--- src/hdl/jpeg_app_segment_stripper_defines.svh ---
// assertion macros for the jpeg app segment stripper
`ifndef JPEG_APP_SEGMENT_STRIPPER_DEFINES_SVH
`define JPEG_APP_SEGMENT_STRIPPER_DEFINES_SVH

`ifndef SYNTHESIS
`define JASS_ASSERT_IMP(label, clk, rst, ante, cons, msg) \
   label: assert property (@(posedge clk) disable iff (rst) (ante) |-> (cons)) else $error(msg);
`define JASS_ASSERT_NXT(label, clk, rst, ante, cons, msg) \
   label: assert property (@(posedge clk) disable iff (rst) (ante) |=> (cons)) else $error(msg);
`else
`define JASS_ASSERT_IMP(label, clk, rst, ante, cons, msg)
`define JASS_ASSERT_NXT(label, clk, rst, ante, cons, msg)
`endif

`endif

--- src/hdl/jass_pkg.sv ---
// shared types and constants of the jpeg app segment stripper
`default_nettype none

package jass_pkg;

   localparam int unsigned CSR_ADDR_W = 3;

   // register index taken from the byte address (4 bytes per register)
   localparam logic CSR_IDX_STRIP = 1'b0;

   localparam logic [7:0] MARKER_PREFIX = 8'hFF;
   localparam logic [7:0] MARKER_SOS    = 8'hDA;
   localparam logic [7:0] MARKER_SOI    = 8'hD8;
   localparam logic [7:0] MARKER_EOI    = 8'hD9;
   localparam logic [7:0] STRIP_RESET   = 8'hE1;

   localparam logic [1:0] STATUS_OK    = 2'd0;
   localparam logic [1:0] STATUS_TRUNC = 2'd1;
   localparam logic [1:0] STATUS_SHORT = 2'd2;

   typedef struct packed {
      logic [7:0] in_byte;
      logic       in_last;
   } req_type;

   typedef struct packed {
      logic [1:0] out_count;
      logic [7:0] out_first;
      logic [7:0] out_second;
      logic       out_last;
      logic [1:0] status;
   } rsp_type;

endpackage

`default_nettype wire

--- src/hdl/jpeg_app_segment_stripper.sv ---
// top level of the jpeg app segment stripper: csr, parser and output buffering
//
//  channel  direction  transfer rule            payload
//  req      in         req_valid & req_ready    jass_pkg::req_type, one file byte
//  rsp      out        rsp_valid & rsp_ready    jass_pkg::rsp_type, 0 to 2 bytes
//  csr      in         psel&penable&pwrite      strip_marker at byte address 0
//
// one byte per cycle while req_ready is high; the parser state updates in the cycle of the transfer
// and the result goes on rsp through the result register, or through the skid entry on a stall.
// a result register plus one skid entry: req_ready drops only while the skid is full.
// synchronous reset clears the parser, both buffer entries and sets strip_marker to E1.
`default_nettype none
`include "jpeg_app_segment_stripper_defines.svh"

module jpeg_app_segment_stripper (
   input  wire logic                          clock,
   input  wire logic                          reset,
   input  wire logic                          req_valid,
   output      logic                          req_ready,
   input  wire jass_pkg::req_type             req_data,
   output      logic                          rsp_valid,
   input  wire logic                          rsp_ready,
   output      jass_pkg::rsp_type             rsp_data,
   input  wire logic                          csr_psel,
   input  wire logic                          csr_penable,
   input  wire logic                          csr_pwrite,
   input  wire logic [jass_pkg::CSR_ADDR_W-1:0] csr_paddr,
   input  wire logic [31:0]                   csr_pwdata,
   output      logic [31:0]                   csr_prdata,
   output      logic                          csr_pready
);

   logic              strip_sel;
   logic [7:0]        strip_ff;
   logic              csr_write;
   logic              accept;
   jass_pkg::rsp_type step_result;

   logic              rsp_valid_ff;
   jass_pkg::rsp_type rsp_data_ff;
   logic              skid_valid_ff;
   jass_pkg::rsp_type skid_data_ff;

   assign strip_sel  = (csr_paddr[2] == jass_pkg::CSR_IDX_STRIP);
   assign csr_write  = csr_psel && csr_penable && csr_pwrite && csr_pready;
   assign csr_pready = 1'b1;
   assign csr_prdata = strip_sel ? {24'd0, strip_ff} : 32'd0;

   always_ff @(posedge clock) begin
      if (reset) begin
         strip_ff <= jass_pkg::STRIP_RESET;
      end else if (csr_write && strip_sel) begin
         strip_ff <= csr_pwdata[7:0];
      end
   end

   assign req_ready = !skid_valid_ff;
   assign accept    = req_valid && req_ready;

   jass_parse u_parse (
      .clock        (clock),
      .reset        (reset),
      .accept       (accept),
      .req_data     (req_data),
      .strip_marker (strip_ff),
      .result       (step_result)
   );

   always_ff @(posedge clock) begin
      if (reset) begin
         rsp_valid_ff  <= 1'b0;
         skid_valid_ff <= 1'b0;
      end else if (!rsp_valid_ff || rsp_ready) begin
         if (skid_valid_ff) begin
            rsp_valid_ff  <= 1'b1;
            rsp_data_ff   <= skid_data_ff;
            skid_valid_ff <= 1'b0;
         end else begin
            rsp_valid_ff <= accept;
            rsp_data_ff  <= step_result;
         end
      end else if (accept) begin
         // result register stalled, park the new result
         skid_valid_ff <= 1'b1;
         skid_data_ff  <= step_result;
      end
   end

   assign rsp_valid = rsp_valid_ff;
   assign rsp_data  = rsp_data_ff;

   `JASS_ASSERT_IMP(a_skid_behind_rsp, clock, reset, skid_valid_ff, rsp_valid_ff,
      "skid entry holds a result while the result register is empty")
   `JASS_ASSERT_NXT(a_stall_to_skid, clock, reset, accept && rsp_valid_ff && !rsp_ready,
      skid_valid_ff, "transfer during a stall was not parked")
   `JASS_ASSERT_IMP(a_count_range, clock, reset, rsp_valid_ff,
      rsp_data_ff.out_count != 2'd3, "result byte count out of range")
   `JASS_ASSERT_IMP(a_short_copies_one, clock, reset,
      rsp_valid_ff && rsp_data_ff.status == jass_pkg::STATUS_SHORT,
      rsp_data_ff.out_count == 2'd1, "short length result must carry exactly one byte")

endmodule

`default_nettype wire

--- src/hdl/jass_parse.sv ---
// marker segment parser: per-byte phase tracking and result forming
`default_nettype none

module jass_parse (
   input  wire logic              clock,
   input  wire logic              reset,
   input  wire logic              accept,
   input  wire jass_pkg::req_type req_data,
   input  wire logic [7:0]        strip_marker,
   output jass_pkg::rsp_type      result
);

   typedef enum logic [2:0] {
      PH_START0 = 3'd0,
      PH_START1 = 3'd1,
      PH_EXPECT = 3'd2,
      PH_MARKER = 3'd3,
      PH_LENHI  = 3'd4,
      PH_LENLO  = 3'd5,
      PH_BODY   = 3'd6,
      PH_PASS   = 3'd7
   } phase_type;

   phase_type   phase_ff, phase_in;
   logic        dropping_ff, dropping_in;
   logic [7:0]  length_high_ff, length_high_in;
   logic [15:0] bytes_left_ff, bytes_left_in;

   logic [7:0]  b;
   logic [15:0] seg_len;
   logic [15:0] left_dec;
   logic        held;

   assign b       = req_data.in_byte;
   assign seg_len = {length_high_ff, b};

   always_comb begin
      result          = '0;
      result.out_last = req_data.in_last;
      result.status   = jass_pkg::STATUS_OK;
      phase_in        = phase_ff;
      dropping_in     = dropping_ff;
      length_high_in  = length_high_ff;
      bytes_left_in   = bytes_left_ff;
      left_dec        = bytes_left_ff;
      held            = 1'b0;

      case (phase_ff)
         PH_START0: begin
            result.out_first = b;
            result.out_count = 2'd1;
            phase_in         = PH_START1;
         end
         PH_START1: begin
            result.out_first = b;
            result.out_count = 2'd1;
            phase_in         = PH_EXPECT;
         end
         PH_EXPECT: begin
            if (b == jass_pkg::MARKER_PREFIX) begin
               phase_in = PH_MARKER;
            end else begin
               result.out_first = b;
               result.out_count = 2'd1;
               phase_in         = PH_PASS;
            end
         end
         PH_MARKER: begin
            if (b == jass_pkg::MARKER_SOS) begin
               result.out_first  = jass_pkg::MARKER_PREFIX;
               result.out_second = b;
               result.out_count  = 2'd2;
               phase_in          = PH_PASS;
            end else if (b == jass_pkg::MARKER_SOI || b == jass_pkg::MARKER_EOI) begin
               result.out_first  = jass_pkg::MARKER_PREFIX;
               result.out_second = b;
               result.out_count  = 2'd2;
               phase_in          = PH_EXPECT;
            end else if (b == strip_marker) begin
               dropping_in = 1'b1;
               phase_in    = PH_LENHI;
            end else begin
               dropping_in       = 1'b0;
               result.out_first  = jass_pkg::MARKER_PREFIX;
               result.out_second = b;
               result.out_count  = 2'd2;
               phase_in          = PH_LENHI;
            end
         end
         PH_LENHI: begin
            length_high_in = b;
            if (!dropping_ff) begin
               result.out_first = b;
               result.out_count = 2'd1;
            end
            phase_in = PH_LENLO;
         end
         PH_LENLO: begin
            if (seg_len < 16'd2) begin
               result.status    = jass_pkg::STATUS_SHORT;
               result.out_first = b;
               result.out_count = 2'd1;
               dropping_in      = 1'b0;
               phase_in         = PH_PASS;
            end else begin
               if (!dropping_ff) begin
                  result.out_first = b;
                  result.out_count = 2'd1;
               end
               if (seg_len == 16'd2) begin
                  dropping_in = 1'b0;
                  phase_in    = PH_EXPECT;
               end else begin
                  bytes_left_in = seg_len - 16'd2;
                  phase_in      = PH_BODY;
               end
            end
         end
         PH_BODY: begin
            if (!dropping_ff) begin
               result.out_first = b;
               result.out_count = 2'd1;
            end
            if (bytes_left_ff != 16'd0) begin
               left_dec = bytes_left_ff - 16'd1;
            end
            bytes_left_in = left_dec;
            if (left_dec == 16'd0) begin
               dropping_in = 1'b0;
               phase_in    = PH_EXPECT;
            end
         end
         PH_PASS: begin
            result.out_first = b;
            result.out_count = 2'd1;
         end
         default: begin
            phase_in = PH_START0;
         end
      endcase

      if (req_data.in_last) begin
         // an ff still held at end of file goes out alone
         held = (phase_in == PH_MARKER);
         if (phase_in inside {PH_MARKER, PH_LENHI, PH_LENLO, PH_BODY} &&
             result.status == jass_pkg::STATUS_OK) begin
            result.status = jass_pkg::STATUS_TRUNC;
         end
         if (held && result.out_count == 2'd0) begin
            result.out_first = jass_pkg::MARKER_PREFIX;
            result.out_count = 2'd1;
         end
         phase_in       = PH_START0;
         dropping_in    = 1'b0;
         length_high_in = 8'd0;
         bytes_left_in  = 16'd0;
      end
   end

   always_ff @(posedge clock) begin
      if (reset) begin
         phase_ff       <= PH_START0;
         dropping_ff    <= 1'b0;
         length_high_ff <= 8'd0;
         bytes_left_ff  <= 16'd0;
      end else if (accept) begin
         phase_ff       <= phase_in;
         dropping_ff    <= dropping_in;
         length_high_ff <= length_high_in;
         bytes_left_ff  <= bytes_left_in;
      end
   end

endmodule

`default_nettype wire
--- config.mk ---
export PLATFORM = sky130hd
export DESIGN_NAME = jpeg_app_segment_stripper
export DESIGN_NICKNAME = d
export VERILOG_FILES = /design/src/hdl/jass_pkg.sv /design/src/hdl/jpeg_app_segment_stripper.sv /design/src/hdl/jass_parse.sv
export VERILOG_INCLUDE_DIRS = /design/src /design/src/hdl
export SDC_FILE = /design/constraint.sdc
export NUM_CORES = 1
export LEC_CHECK = 0
export BUFFER_PORTS_ARGS = -buffer_cell sky130_fd_sc_hd__buf_2
export CAP_MARGIN = 30
export CORE_MARGIN = 5
export CORE_UTILIZATION = 53
export DETAILED_ROUTE_END_ITERATION = 10
export PLACE_DENSITY = 0.84
export SYNTH_ARGS = -nofsm -noshare
export SYNTH_HDL_FRONTEND = slang
export SYNTH_HIERARCHICAL = 1
export SYNTH_SLANG_ARGS = --single-unit
export TNS_END_PERCENT = 20
--- constraint.sdc ---
create_clock -name clock -period 9.05 [get_ports clock]
set_clock_uncertainty 0.2 [all_clocks]
set_input_delay 1.81 -clock clock [delete_from_list [all_inputs] [get_ports clock]]
set_output_delay 1.81 -clock clock [all_outputs]
set_load 0.01 [all_outputs]
# ---- Word-level counts from Yosys, hierarchy flattened
# Index checks and enable logic that the tools add are counted.
dict set report word_totals {
  register_bits 80
  in_bits 51
  output_inout_bits 56
}
dict set report classes {
  add_sub_neg 2
  magnitude_cmp 1
  n_eq_ne 23
  mux 41
  bitwise_logic 3
  reduce_logical 27
}
# op count
set ops {}
lappend ops {{$mux W16} 5}
lappend ops {{$mux W18} 3}
lappend ops {{$pmux W10 S5} 1}
lappend ops {{$eq A8 B8 Y1 const B} 4}
lappend ops {{$mux W8} 4}
lappend ops {{$pmux W16 S2} 1}
lappend ops {{$mux W10} 3}
lappend ops {{$eq A3 B3 Y1 const B} 7}
lappend ops {{$mux W21} 1}
lappend ops {{$mux W3} 7}
lappend ops {{$pmux W3 S7} 1}
lappend ops {{$mux W9} 2}
lappend ops {{$eq A16 B2 Y1 const B} 1}
lappend ops {{$logic_not A16 Y1} 1}
lappend ops {{$lt A16 B2 Y1 const B} 1}
lappend ops {{$reduce_bool A16 Y1} 1}
lappend ops {{$sub A16 B1 Y16 const B} 1}
lappend ops {{$sub A16 B2 Y16 const B} 1}
lappend ops {{$ne A3 B3 Y1 const B} 4}
lappend ops {{$eq A3 B2 Y1 const B} 3}
lappend ops {{$eq A8 B8 Y1} 1}
lappend ops {{$mux W1} 8}
lappend ops {{$mux W2} 4}
lappend ops {{$reduce_bool A4 Y1} 2}
lappend ops {{other kinds (18)} 30}

# ---- Logic depth before layout (Yosys ltp)
# Gate-level depths: netlist of the first run.
dict set report depth {
  word_depth 12
  mapped_depth 9
  ltp_nobuf 9
}

# ---- Modules after synthesis
# The synthesis of the first run kept the hierarchy.
# mod n_inst cells_each area_each_um2
set modules_own_cells {}
lappend modules_own_cells {jass_parse 1 366 2636.3}
lappend modules_own_cells {jpeg_app_segment_stripper 1 147 2215.9}

# ---- Worst setup path after synthesis of the first run
# No wires, ideal clock.
dict set report synth_timing {
  kind {in2reg}
  from {input port req_valid}
  to {register skid_data_ff[0] (netlist bit) (enable)}
  setup_ns 0.430
  t_arrival_ns 3.896
  required_time_ns 8.420
  path_slack_ns 4.524
  cell_stages 2
  cell_sequence {nor2b_1 nor3b_1}
}
dict set report synth_via {
  elab_chain_len 2
}
# element line_no
set synth_lines {}
lappend synth_lines {{from (decl)} jpeg_app_segment_stripper.sv:18} ;# input wire logic req_valid,
lappend synth_lines {{$logic_and A1 B1 Y1} jpeg_app_segment_stripper.sv:58} ;# assign accept = req_valid && req_ready;
lappend synth_lines {{$reduce_and A3 Y1 (no line)} n/a}
lappend synth_lines {{to (signal assigned)} jpeg_app_segment_stripper.sv:85} ;# skid_data_ff <= step_result;
lappend synth_lines {{to (decl)} jpeg_app_segment_stripper.sv:42} ;# jass_pkg::rsp_type skid_data_ff;
# Every way passes these cells.
# A chain may end at the register's enable or synchronous reset.

# ---- Final worst setup path of the first run
dict set report layout_timing {
  from {input port csr_paddr[2] (netlist bit)}
  to {output port csr_prdata[0]}
}
dict set report layout_via {
  elab_chain_len 1
}
# element line_no
set layout_lines {}
lappend layout_lines {{from (decl)} jpeg_app_segment_stripper.sv:27} ;# input wire logic [jass_pkg::CSR_ADDR_W-1:0] csr_paddr,
lappend layout_lines {{$mux W8} jpeg_app_segment_stripper.sv:47} ;# assign csr_prdata = strip_sel ? {24'd0, strip_ff} : 32'd0;
lappend layout_lines {{to (decl)} jpeg_app_segment_stripper.sv:29} ;# output logic [31:0] csr_prdata,
# Every way passes these cells.

==> impl_summary.log, run 1 <==
INFO  metric final_cell_mix = 55 x sky130_fd_sc_hd__buf_2, 46 x sky130_fd_sc_hd__nor2_1, 42 x sky130_fd_sc_hd__edfxtp_1
INFO  metric cp_peak_stage_delay = 0.23 ns
INFO  metric p_leak = 0.00201 uW
INFO  metric worst_slew_pin_slew = 0.940 ns
INFO  metric timing.final.max_slew_violations = 0
INFO  metric rsz_0062_raised_after_global_routing = false
INFO  metric cts-root-buf = sky130_fd_sc_hd__clkbuf_8
INFO  metric cts_buffers = 9
INFO  metric synth_area_leaders = sky130_fd_sc_hd__edfxtp_1 26%, sky130_fd_sc_hd__dfxtp_1 16%, sky130_fd_sc_hd__mux2_2 4.9%
INFO  metric cts_resized = 0
INFO  metric first_pass_iters = 5
INFO  metric arrival = 2.31 ns
INFO  metric timing.fmax = 0.231 GHz
INFO  metric reg2regPathDepth = 9
INFO  metric drv.max_cap_violation_count = 0
INFO  metric fill_cells = 755
INFO  metric die_area = 11,200 um^2
INFO  metric ioPinCount = 107
INFO  metric dp_hpwl = 8110 um
INFO  metric io_buffer_count = 55
INFO  metric critical_path_class = input pin to output port
INFO  metric fp.dieH = 106 um
INFO  metric finalHoldViolCount = 0
INFO  metric die_x = 106 um
INFO  metric grt_first_pass_wirelength = 18,600 um
INFO  metric critical_path.endpoint_type = output port
INFO  metric synth_seq_cells = 80
INFO  metric syn_avg_cell_area = 9.46 um^2
INFO  metric row_count = 35
INFO  metric initial_utilization = 53.5%
INFO  metric cp_slowest_cell = sky130_fd_sc_hd__and2b_2
INFO  metric clk_pin_slew_worst_paths = 0.09 ns
INFO  metric grt_antenna_before_repair = 0
INFO  metric post-synth-top-area-fraction = 26.0%
INFO  metric worst_hold_path_type = flop to flop
INFO  metric path_common_cell = sky130_fd_sc_hd__buf_2
INFO  metric worstPathRequired = 7.04 ns
INFO  metric final.min_clock_period = 4.32 ns
INFO  metric setup_viol = 0
INFO  metric antenna_diode_count = 0
INFO  metric route.detailed.drc = 0
INFO  metric fin_tns_setup = 0 ns
INFO  metric cts.sinks = 80
INFO  metric synth_async_sr_flop_share = 0%
INFO  metric cts_hold_buffers = 0
INFO  metric yosysUniqueCellTypes = 62
INFO  metric multiInputGateArea = 2530 um^2
INFO  metric worst_slack = 4.73 ns
INFO  metric grt_overflow = 0
INFO  metric drt_wl_total = 11,500 um
INFO  metric gr-usage-all-layers = 20.4%
INFO  metric run_status = finished, final reports clean
INFO  metric critPathLaunchType = input pin
INFO  metric ctsHtreeMaxLevel = 3
INFO  metric max_buffers_root_to_sink = 2
INFO  metric place_worst_setup_slack = 4.57 ns
INFO  metric core_area = 9060 um^2
INFO  metric final_common_cell = sky130_fd_sc_hd__buf_2
INFO  metric final_min_period_over_clock_period = 47.8%
INFO  metric synth_top_cell_by_area = sky130_fd_sc_hd__edfxtp_1
INFO  metric placed_area = 5030 um^2
INFO  metric worst_hold_path.num_cells = 2
INFO  metric detail_route.iter0.violations = 451
INFO  metric netlist_area = 4850 um^2
INFO  metric ant_nets = 0
INFO  metric synth_instances = 513
INFO  metric yosysWarnings = 6
INFO  metric seqCellArea = 2020 um^2
INFO  metric layout.nets = 602
INFO  metric tritoncts = built
INFO  metric share_of_synthesized_area_occupied_by_flip_flops_and_latches = 41.7%
INFO  metric area_growth_syn_to_layout = 8.30%
INFO  metric cp_cell_sequence = buf_2, and2b_2, buf_2
INFO  metric clock_insertion_delay_at_the_later_pin_of_the_skew_report = 0.36 ns
INFO  metric via_count = 4,047
INFO  metric maxSlewHeadroom = 37.3%
INFO  metric postSynth.topFlopCell = sky130_fd_sc_hd__edfxtp_1
INFO  metric path_max_fanout = 9
INFO  metric power_density = 137 nW/um^2
INFO  metric count_of_flip_flops_with_a_built_in_enable_after_synthesis = 42
INFO  metric postCtsSetupRepairBufs = 0
INFO  metric proportion_of_layout_cells_with_a_drive_suffix_above_1 = 23.3%
INFO  metric viasPerCell = 6.09
INFO  metric max-vdd-ir-drop = 0.0807 mV
INFO  metric post-route-cell-area = 5260 um^2
INFO  metric grt_start_max_net_pins = 53
INFO  metric final_wtd_congestion = 0.903
INFO  metric avgRoutedWirePerCell = 17.3 um
INFO  metric via_count_of_the_first_global_routing_pass = 3,831
-- layer usage --
metal	routed length (um)	vias up	global-route usage (%)
met4	232	0	6.85
met5	0	-	0
met2	5310	214	32.1
met1	5020	1904	27.8
met3	921	29	4.90
li1	-	1900	-
-- worst max-delay path: cells and delay by family --
kind	cells	cell delay [ns]
and+or+nand+nor	1	0.23
buffers and inverters	2	0.28
-- state kept, by name, summed over array words and instances, names as in the netlist --
| name | cells |
|---|---|
| rsp_data | 21 |
| skid_data_ff | 21 |
| u_parse/bytes_left_ff | 16 |
| strip_ff | 8 |
| u_parse/length_high_ff | 8 |
| u_parse/phase_ff | 3 |
| rsp_valid | 1 |
| skid_valid_ff | 1 |
| u_parse/dropping_ff | 1 |
-- through the flow --
| stage | hold slack (ns) | instances | power, uW | utilization (%) |
|---|---|---|---|---|
| 2_1_floorplan | 0.258 | 536 | 466 | - |
| 3_3_place_gp | 0.270 | 646 | 480 | 55.5 |
| 3_5_place_dp | 0.287 | 646 | 483 | 55.5 |
| 4_1_cts | 0.302 | 662 | 718 | 57.4 |
| 5_1_grt | 0.337 | 665 | 749 | 58.0 |
| 6_report | 0.303 | 665 | 720 | 58.0 |
-- report_power, final --
group          internal [uW]  leakage [uW]  switching, uW
combinational           30.0       0.00122           53.3
sequential               390      0.000702           4.03
clock                    101     0.0000839            141
total                    521       0.00201            199
-- cells in the mapped netlist (7+ instances only) --
master                      n
sky130_fd_sc_hd__nand3_1   11
sky130_fd_sc_hd__a21o_1     8
sky130_fd_sc_hd__xor2_1    12
sky130_fd_sc_hd__nand2b_1  12
sky130_fd_sc_hd__nand3b_1   7
sky130_fd_sc_hd__a31oi_1   11
sky130_fd_sc_hd__nand2_1   36
sky130_fd_sc_hd__inv_1     14
sky130_fd_sc_hd__and2b_2    8
sky130_fd_sc_hd__dfxtp_1   38
sky130_fd_sc_hd__o211ai_1  13
sky130_fd_sc_hd__mux2_2    21
sky130_fd_sc_hd__nor3_1    15
sky130_fd_sc_hd__xnor2_1   15
sky130_fd_sc_hd__edfxtp_1  42
sky130_fd_sc_hd__a21oi_1   18
sky130_fd_sc_hd__mux2i_1   11
sky130_fd_sc_hd__nor4_1    15
sky130_fd_sc_hd__clkbuf_1  22
sky130_fd_sc_hd__buf_4     28
sky130_fd_sc_hd__a22oi_1   11
sky130_fd_sc_hd__nor2_1    46
-- cell families after synthesis --
logic type | after synthesis | synth area share (%)
mux | 33 | 7.38
xor+xnor | 27 | 4.87
buf+inv | 72 | 8.20
flops | 80 | 41.7
compound gates | 104 | 15.1
simple gates | 193 | 22.1
other cells | 2 | 0.155
fa+ha+maj | 2 | 0.516
-- worst paths after layout --
path / start / endpoint / slack [ns]
setup / recovery: csr_paddr[2] / csr_prdata[0] / 4.73
hold / removal: u_parse/bytes_left_ff[9] / u_parse/bytes_left_ff[9] / 0.30
setup reg to reg: u_parse/bytes_left_ff[0] / rsp_data[0] / 5.71
hold reg to reg: u_parse/bytes_left_ff[9] / u_parse/bytes_left_ff[9] / 0.30
-- area by class of cell --
type | count | share of cell area (%)
Clock inverter | 7 | 1.02
Inverter | 14 | 1.00
Tap cell | 111 | 2.64
Sequential cell | 80 | 38.5
Clock buffer | 9 | 2.36
Multi-Input combinational cell | 384 | 48.1
Timing Repair Buffer | 60 | 6.43
No activity file was read; power rests on OpenSTA's default activity.
==> run 2: changes to the inputs <==
==> constraint.sdc (replaced) <==
create_clock -name clock -period 4.08 [get_ports clock]
set_clock_uncertainty 0.2 [all_clocks]
set_input_delay 0.816 -clock clock [delete_from_list [all_inputs] [get_ports clock]]
set_output_delay 0.816 -clock clock [all_outputs]
set_load 0.01 [all_outputs]
==> run 2 against run 1 <==
Net effect:
- power is 130% higher
- register-to-register slack worse by 5.0 ns
- cell count is 0.60% higher
- critical endpoint is now rsp_data[0]
- first-iteration DRC count is 7.8% higher
- highest routed layer unchanged
- worst setup slack worse by 4.0 ns
- non-clock buffer count is 4 higher
- largest cell class unchanged
- die area stayed put
- via count is 2.4% higher
- sequential power is 120% higher
- hold slack worse by 0.013 ns
==> impl_summary.log, run 2 (synthesis gave the netlist of run 1 again) <==
INFO  metric fin_tns_setup = 0 ns (unchanged)
INFO  metric worstPathRequired = 4.00 ns (-3.04 ns)
INFO  metric avgRoutedWirePerCell = 17.6 um (+2.0%)
INFO  metric die_area = 11,200 um^2 (unchanged)
INFO  metric place_worst_setup_slack = 0.635 ns (-3.93 ns)
INFO  metric row_count = 35 (unchanged)
INFO  metric first_pass_iters = 6 (+1)
INFO  metric worst_slew_pin_slew = 0.993 ns (+0.0526 ns)
INFO  metric critical_path.endpoint_type = flop
INFO  metric detail_route.iter0.violations = 486 (+7.8%)
INFO  metric sequential_share_of_power = 52.7% (-2.0 points)
INFO  metric area_growth_syn_to_layout = 8.92%
INFO  metric power_switching = 440 uW (+120%)
INFO  metric worstSetupStartpoint = u_parse/bytes_left_ff[0]
INFO  metric timing.fmax = 0.298 GHz
INFO  metric core_area = 9060 um^2 (unchanged)
INFO  metric route.detailed.drc = 0 (unchanged)
INFO  metric antenna_diode_count = 0 (unchanged)
INFO  metric clk_pin_slew_worst_paths = 0.09 ns (about the same)
INFO  metric gr-usage-all-layers = 21.0% (+0.51 points)
INFO  metric final_wtd_congestion = 0.923 (+2.2%)
INFO  metric worst_slack = 0.725 ns (-4.00 ns)
INFO  metric io_buffer_count = 55 (unchanged)
INFO  metric viasPerCell = 6.19 (+1.8%)
INFO  metric die_x = 106 um (unchanged)
INFO  metric part_of_the_power_in_combinational_logic = 11.3% (-0.3 points)
INFO  metric critPathLaunchType = flop
INFO  metric critical_path_class = flop to flop
INFO  metric grt_first_pass_wirelength = 18,900 um (+1.4%)
INFO  metric tritoncts = built
INFO  metric netSwitchingFraction = 26.5% (-1.1 points)
INFO  metric clock_power_share = 36.0% (+2.2 points)
INFO  metric clock_insertion_delay_at_the_later_pin_of_the_skew_report = 0.37 ns (about the same)
INFO  metric final_cell_mix = 55 x sky130_fd_sc_hd__buf_2, 46 x sky130_fd_sc_hd__nor2_1, 42 x sky130_fd_sc_hd__edfxtp_1
INFO  metric max_buffers_root_to_sink = 2 (unchanged)
INFO  metric proportion_of_layout_cells_with_a_drive_suffix_above_1 = 23.7% (+0.37 points)
INFO  metric grt_antenna_before_repair = 0 (unchanged)
INFO  metric final.min_clock_period = 3.36 ns
INFO  metric cts_buffers = 9 (unchanged)
INFO  metric drt_wl_total = 11,800 um (+2.7%)
INFO  metric post-route-cell-area = 5290 um^2 (+0.57%)
INFO  metric cell_internal_pwr = 1220 uW (+130%)
INFO  metric ctsHtreeMaxLevel = 3 (unchanged)
INFO  metric finalNonFillerCells = 669 (+0.60%)
INFO  metric ant_nets = 0 (unchanged)
INFO  metric dp_hpwl = 8320 um (+2.7%)
INFO  metric power_density = 314 nW/um^2 (+130%)
INFO  metric place_inst = 652 (+0.93%)
INFO  metric final_min_period_over_clock_period = 82.2%
INFO  metric placed_area = 5070 um^2 (+0.90%)
INFO  metric maxSlewHeadroom = 33.7% (-3.6 points)
INFO  metric max-vdd-ir-drop = 0.228 mV (+180%)
INFO  metric path_max_fanout = 7 (-2)
INFO  metric layout.nets = 606 (+0.66%)
INFO  metric timing.final.max_slew_violations = 0 (unchanged)
INFO  metric ioPinCount = 107 (unchanged)
INFO  metric via_count = 4,144 (+2.4%)
INFO  metric finalHoldViolCount = 0 (unchanged)
INFO  metric rsz_0062_raised_after_global_routing = false
INFO  metric r2r-start = u_parse/bytes_left_ff[0]
INFO  metric cts_resized = 0 (unchanged)
INFO  metric initial_utilization = 53.5% (unchanged)
INFO  metric drv.max_cap_violation_count = 0 (unchanged)
INFO  metric via_count_of_the_first_global_routing_pass = 3,936 (+2.7%)
INFO  metric setup_viol = 0 (unchanged)
INFO  metric grt_overflow = 0 (unchanged)
INFO  metric grt_start_max_net_pins = 51 (-3.8%)
INFO  metric p_leak = 0.00203 uW (+1.2%)
INFO  metric postCtsSetupRepairBufs = 0 (unchanged)
INFO  metric run_status = finished, final reports clean
INFO  metric final_common_cell = sky130_fd_sc_hd__buf_2
INFO  metric min_from = u_parse/bytes_left_ff[9]
INFO  metric fp.dieH = 106 um (unchanged)
INFO  metric worst_hold_path_type = flop to flop
INFO  metric arrival = 3.27 ns (+0.96 ns)
INFO  metric total_power_consumption_of_the_routed_design = 1660 uW (+130%)
INFO  metric cts-root-buf = sky130_fd_sc_hd__clkbuf_8
INFO  metric cts_hold_buffers = 0 (unchanged)
INFO  metric cts.sinks = 80 (unchanged)
[run 2: critical path, stage by stage, from the launching register on]
cell and delay, ns:
sky130_fd_sc_hd__dfxtp_1 0.39, sky130_fd_sc_hd__inv_1 0.11, sky130_fd_sc_hd__ha_1 0.19, sky130_fd_sc_hd__nor3b_2 0.40
sky130_fd_sc_hd__nand3_1 0.33, sky130_fd_sc_hd__o311ai_0 0.59, sky130_fd_sc_hd__o211ai_1 0.28, sky130_fd_sc_hd__a21oi_1 0.18
sky130_fd_sc_hd__a21boi_1 0.13, sky130_fd_sc_hd__mux2_2 0.29
[run 2: final cells by class]
cell class,count,area (um^2)
clock buffers,10,128
clock inverters,6,67.6
fillers,753,3780
inverters,14,52.6
multi-input cells,384,2530
flip-flops and latches,80,2020
well taps,111,139
repair buffers,64,350
[run 2: per-stage QoR]
step,util [%],hold slack (ns)
floorplan,-,0.258
global placement,56.0,0.269
detailed placement,56.0,0.277
CTS,58.1,0.291
global route,58.3,0.302
finish,58.3,0.291
[run 2: power by group through the flow]
stage               clock (uW)  sequential (uW)  combinational [uW]
finish                     597              875                 187
global route               644              877                 202
CTS                        608              875                 182
detailed placement           0              894                 181
global placement             0              892                 176
floorplan                    0              896                 138
[run 2: layer usage]
metal / vias up / global-route usage, % / wire length [um]
met4: 0 / 9.07 / 272
met1: 1984 / 26.9 / 4850
met2: 226 / 34.3 / 5570
met3: 26 / 4.16 / 1090
li1: 1908 / - / -
met5: - / 0 / 0
[run 2: final timing paths]
| check | to | slack (ns) | cells after the start |
|---|---|---|---|
| max reg2reg | rsp_data[0] | 0.72 | 9 |
| min | u_parse/bytes_left_ff[9] | 0.29 | 2 |
| max | rsp_data[0] | 0.72 | 9 |
| min reg2reg | u_parse/bytes_left_ff[9] | 0.29 | 2 |
==> run 3: changes to the inputs <==
--- a/config.mk
+++ b/config.mk
@@ -6,6 +6,7 @@
 export SDC_FILE = /design/constraint.sdc
 export NUM_CORES = 1
 export LEC_CHECK = 0
+export ABC_AREA = 1
 export BUFFER_PORTS_ARGS = -buffer_cell sky130_fd_sc_hd__buf_2
 export CAP_MARGIN = 30
 export CORE_MARGIN = 5
==> constraint.sdc (replaced) <==
create_clock -name clock -period 3.1 [get_ports clock]
set_clock_uncertainty 0.2 [all_clocks]
set_input_delay 0.62 -clock clock [delete_from_list [all_inputs] [get_ports clock]]
set_output_delay 0.62 -clock clock [all_outputs]
set_load 0.01 [all_outputs]
==> run 3 against run 2 <==
Net effect:
- fmax increased by 22%
- clock-buffer cell count decreased by 1
- utilization increased by 0.85 points
- register-to-register slack got worse by 0.39 ns
- synthesized area increased by 1.9%
- sequential share of layout area decreased by 0.91 points
- via count increased by 8.2%
- synthesized cell count increased by 33%
- critical path type unchanged
- critical endpoint is now rsp_data[17]
- highest routed layer unchanged
==> impl_summary.log, run 3 <==
INFO  metric run_status = finished, final reports clean
INFO  metric timing.fmax = 0.362 GHz (+22%)
INFO  metric path_common_cell = sky130_fd_sc_hd__nand2_1
INFO  metric cp_slowest_cell = sky130_fd_sc_hd__dfxtp_1
INFO  metric count_of_flip_flops_with_a_built_in_enable_after_synthesis = 42 (unchanged)
INFO  metric synth_async_sr_flop_share = 0% (unchanged)
INFO  metric antenna_diode_count = 0 (unchanged)
INFO  metric tritoncts = built
INFO  metric p_leak = 0.00258 uW (+27%)
INFO  metric critical_path_class = flop to flop
INFO  metric min_from = csr_pwdata[5]
INFO  metric via_count = 4,484 (+8.2%)
INFO  metric power_density = 425 nW/um^2 (+36%)
INFO  metric drv.max_cap_violation_count = 0 (unchanged)
INFO  metric synth_top_cell_by_area = sky130_fd_sc_hd__edfxtp_1
INFO  metric die_x = 107 um (+0.85%)
INFO  metric fill_cells = 813 (+8.0%)
INFO  metric final_wtd_congestion = 0.926 (+0.30%)
INFO  metric multiInputGateArea = 2380 um^2 (-5.9%)
INFO  metric final_core_utilization = 59.2% (+0.85 points)
INFO  metric grt_start_max_net_pins = 30 (-41%)
INFO  metric final_common_cell = sky130_fd_sc_hd__nand2_1
INFO  metric synth_instances = 684 (+33%)
INFO  metric cts-root-buf = sky130_fd_sc_hd__clkbuf_8
INFO  metric die_area = 11,400 um^2 (+1.7%)
INFO  metric post-synth-top-count-cell = sky130_fd_sc_hd__nand2_1
INFO  metric dp_hpwl = 8720 um (+4.7%)
INFO  metric grt_antenna_before_repair = 0 (unchanged)
INFO  metric fp.dieH = 107 um (+0.85%)
INFO  metric r2r-start = u_parse/bytes_left_ff[0]
INFO  metric grt_first_pass_wirelength = 19,000 um (+0.69%)
INFO  metric core_area = 9150 um^2 (+0.97%)
INFO  metric postSynth.topFlopCell = sky130_fd_sc_hd__edfxtp_1
INFO  metric first_pass_iters = 6 (unchanged)
INFO  metric post-synth-top-area-fraction = 25.5% (-0.48 points)
INFO  metric io_buffer_count = 55 (unchanged)
INFO  metric initial_utilization = 54.0% (+0.49 points)
INFO  metric cp_peak_stage_delay = 0.34 ns (-0.25 ns)
INFO  metric layout.nets = 791 (+31%)
INFO  metric cts.sinks = 80 (unchanged)
INFO  metric cts_buffers = 9 (unchanged)
INFO  metric avgRoutedWirePerCell = 13.4 um (-24%)
INFO  metric setup_viol = 0 (unchanged)
INFO  metric gr-usage-all-layers = 20.5% (-0.47 points)
INFO  metric fin_tns_setup = 0 ns (unchanged)
INFO  metric worst_hold_path.num_cells = 3 (+1)
INFO  metric r2r-end = rsp_data[17]
INFO  metric worst_slew_pin_slew = 0.715 ns (-0.278 ns)
INFO  metric max_buffers_root_to_sink = 2 (unchanged)
INFO  metric yosysUniqueCellTypes = 45 (-27%)
INFO  metric seqCellArea = 2020 um^2 (unchanged)
INFO  metric rsz_0062_raised_after_global_routing = false
INFO  metric share_of_synthesized_area_occupied_by_flip_flops_and_latches = 40.9% (-0.77 points)
INFO  metric cts_hold_buffers = 0 (unchanged)
INFO  metric netlist_area = 4940 um^2 (+1.9%)
INFO  metric timing.final.max_slew_violations = 0 (unchanged)
INFO  metric cp_delay_by_family_top = simple AND/OR/NAND/NOR gates
INFO  metric cts_resized = 0 (unchanged)
INFO  metric final_cell_mix = 209 x sky130_fd_sc_hd__nand2_1, 81 x sky130_fd_sc_hd__inv_1, 70 x sky130_fd_sc_hd__nor2_1
INFO  metric ioPinCount = 107 (unchanged)
INFO  metric via_count_of_the_first_global_routing_pass = 4,194 (+6.6%)
INFO  metric clock_insertion_delay_at_the_later_pin_of_the_skew_report = 0.36 ns (about the same)
INFO  metric reg2regPathDepth = 16 (+7)
INFO  metric synth.top_cells.by_count = 209 x sky130_fd_sc_hd__nand2_1, 81 x sky130_fd_sc_hd__inv_1, 70 x sky130_fd_sc_hd__nor2_1
INFO  metric worst_slack = 0.339 ns (-0.386 ns)
INFO  metric syn_avg_cell_area = 7.23 um^2 (-24%)
INFO  metric finalHoldViolCount = 0 (unchanged)
INFO  metric final_min_period_over_clock_period = 89.1% (+6.8 points)
INFO  metric worst_hold_path_type = input pin to flop
INFO  metric maxSlewHeadroom = 52.0% (+18 points)
INFO  metric clk_pin_slew_worst_paths = 0.10 ns (about the same)
INFO  metric final.min_clock_period = 2.76 ns (-0.594 ns)
INFO  metric drt_wl_total = 11,500 um (-2.7%)
INFO  metric postCtsSetupRepairBufs = 0 (unchanged)
INFO  metric cp_num_buf_inv = 1 (unchanged)
INFO  metric path_max_fanout = 17 (+10)
INFO  metric route.detailed.drc = 0 (unchanged)
INFO  metric cp_cell_sequence = inv_1, ha_1, nand2_2, nor2_1, nand2_2, nand2_1, nand3_1, nor2_1, nand2_1, nand2_2, nand2_2, nor2_4, nand3_4, nand2_1, nand2_1, nand2_1
INFO  metric proportion_of_layout_cells_with_a_drive_suffix_above_1 = 17.0% (-6.7 points)
INFO  metric arrival = 2.80 ns (-0.47 ns)
INFO  metric viasPerCell = 5.25 (-15%)
INFO  metric worstPathRequired = 3.14 ns (-0.86 ns)
INFO  metric synth_area_leaders = sky130_fd_sc_hd__edfxtp_1 26%, sky130_fd_sc_hd__nand2_1 16%, sky130_fd_sc_hd__dfxtp_1 15%
INFO  metric worstSetupStartpoint = u_parse/bytes_left_ff[0]
INFO  metric area_growth_syn_to_layout = 9.52%
INFO  metric yosysWarnings = 6 (unchanged)
INFO  metric hold_end = strip_ff[5]
INFO  metric critical_path.endpoint_type = flop
INFO  metric setup.reg_to_reg.worst_slack = 0.34 ns (-0.39 ns)
INFO  metric synth_seq_cells = 80 (unchanged)
INFO  metric detail_route.iter0.violations = 280 (-42%)
INFO  metric ant_nets = 0 (unchanged)
INFO  metric row_count = 35 (unchanged)
INFO  metric critPathLaunchType = flop
INFO  metric max-vdd-ir-drop = 0.245 mV (+7.3%)
INFO  metric grt_overflow = 0 (unchanged)
INFO  metric ctsHtreeMaxLevel = 3 (unchanged)
INFO  metric place_worst_setup_slack = 0.289 ns (-0.346 ns)
## run 3: final cells by class
class | instances | share of cell area (%)
multi-input cells | 495 | 43.9
flip-flops and latches | 80 | 37.3
inverters | 91 | 6.38
repair buffers | 61 | 5.92
well taps | 111 | 2.57
clock buffers | 9 | 2.29
clock inverters | 7 | 1.59
## run 3: metal layers
layer | share of wire [%] | track usage (%)
met5 | 0 | 0
met4 | 2.0 | 7.76
met3 | 6.5 | 3.01
met2 | 50 | 35.9
met1 | 42 | 25.5
## run 3: how the worst max path moves through the flow
stage                     cells past startpoint  slack (ns)              end
after CTS                                    16        0.36     rsp_data[17]
after floorplan                               3        0.18  skid_data_ff[0]
after global placement                       13        0.33     rsp_data[12]
after detailed placement                     14        0.29     rsp_data[17]
after global routing                         16        0.15     rsp_data[17]
final                                        16        0.34     rsp_data[17]
## run 3: worst min-delay path, stage by stage
cell	delay, ns
sky130_fd_sc_hd__buf_2	0.08
sky130_fd_sc_hd__nand2_1	0.05
sky130_fd_sc_hd__nand3_1	0.07
## run 3: through the flow
| step | cell area [um^2] | power (uW) | cells | hold WS, ns |
|---|---|---|---|---|
| 2_1_floorplan | 5030 | 1430 | 707 | 0.264 |
| 3_3_place_gp | 5200 | 1480 | 838 | 0.281 |
| 3_5_place_dp | 5200 | 1490 | 838 | 0.283 |
| 4_1_cts | 5410 | 2310 | 854 | 0.267 |
| 5_1_grt | 5410 | 2400 | 854 | 0.271 |
| 6_report | 5410 | 2300 | 854 | 0.279 |
## run 3: report_power, final
group / switching, uW / internal [uW]
Clock: 439 / 391
Sequential: 12.9 / 1150
Combinational: 212 / 102
## run 3: cell families after synthesis
| family | share of synthesized area, % |
|---|---|
| compound gates | 9.80 |
| simple gates | 33.3 |
| fa+ha+maj | 0.506 |
| xor+xnor | 2.48 |
| flops | 40.9 |
| other cells | 0.152 |
| buf+inv | 12.9 |
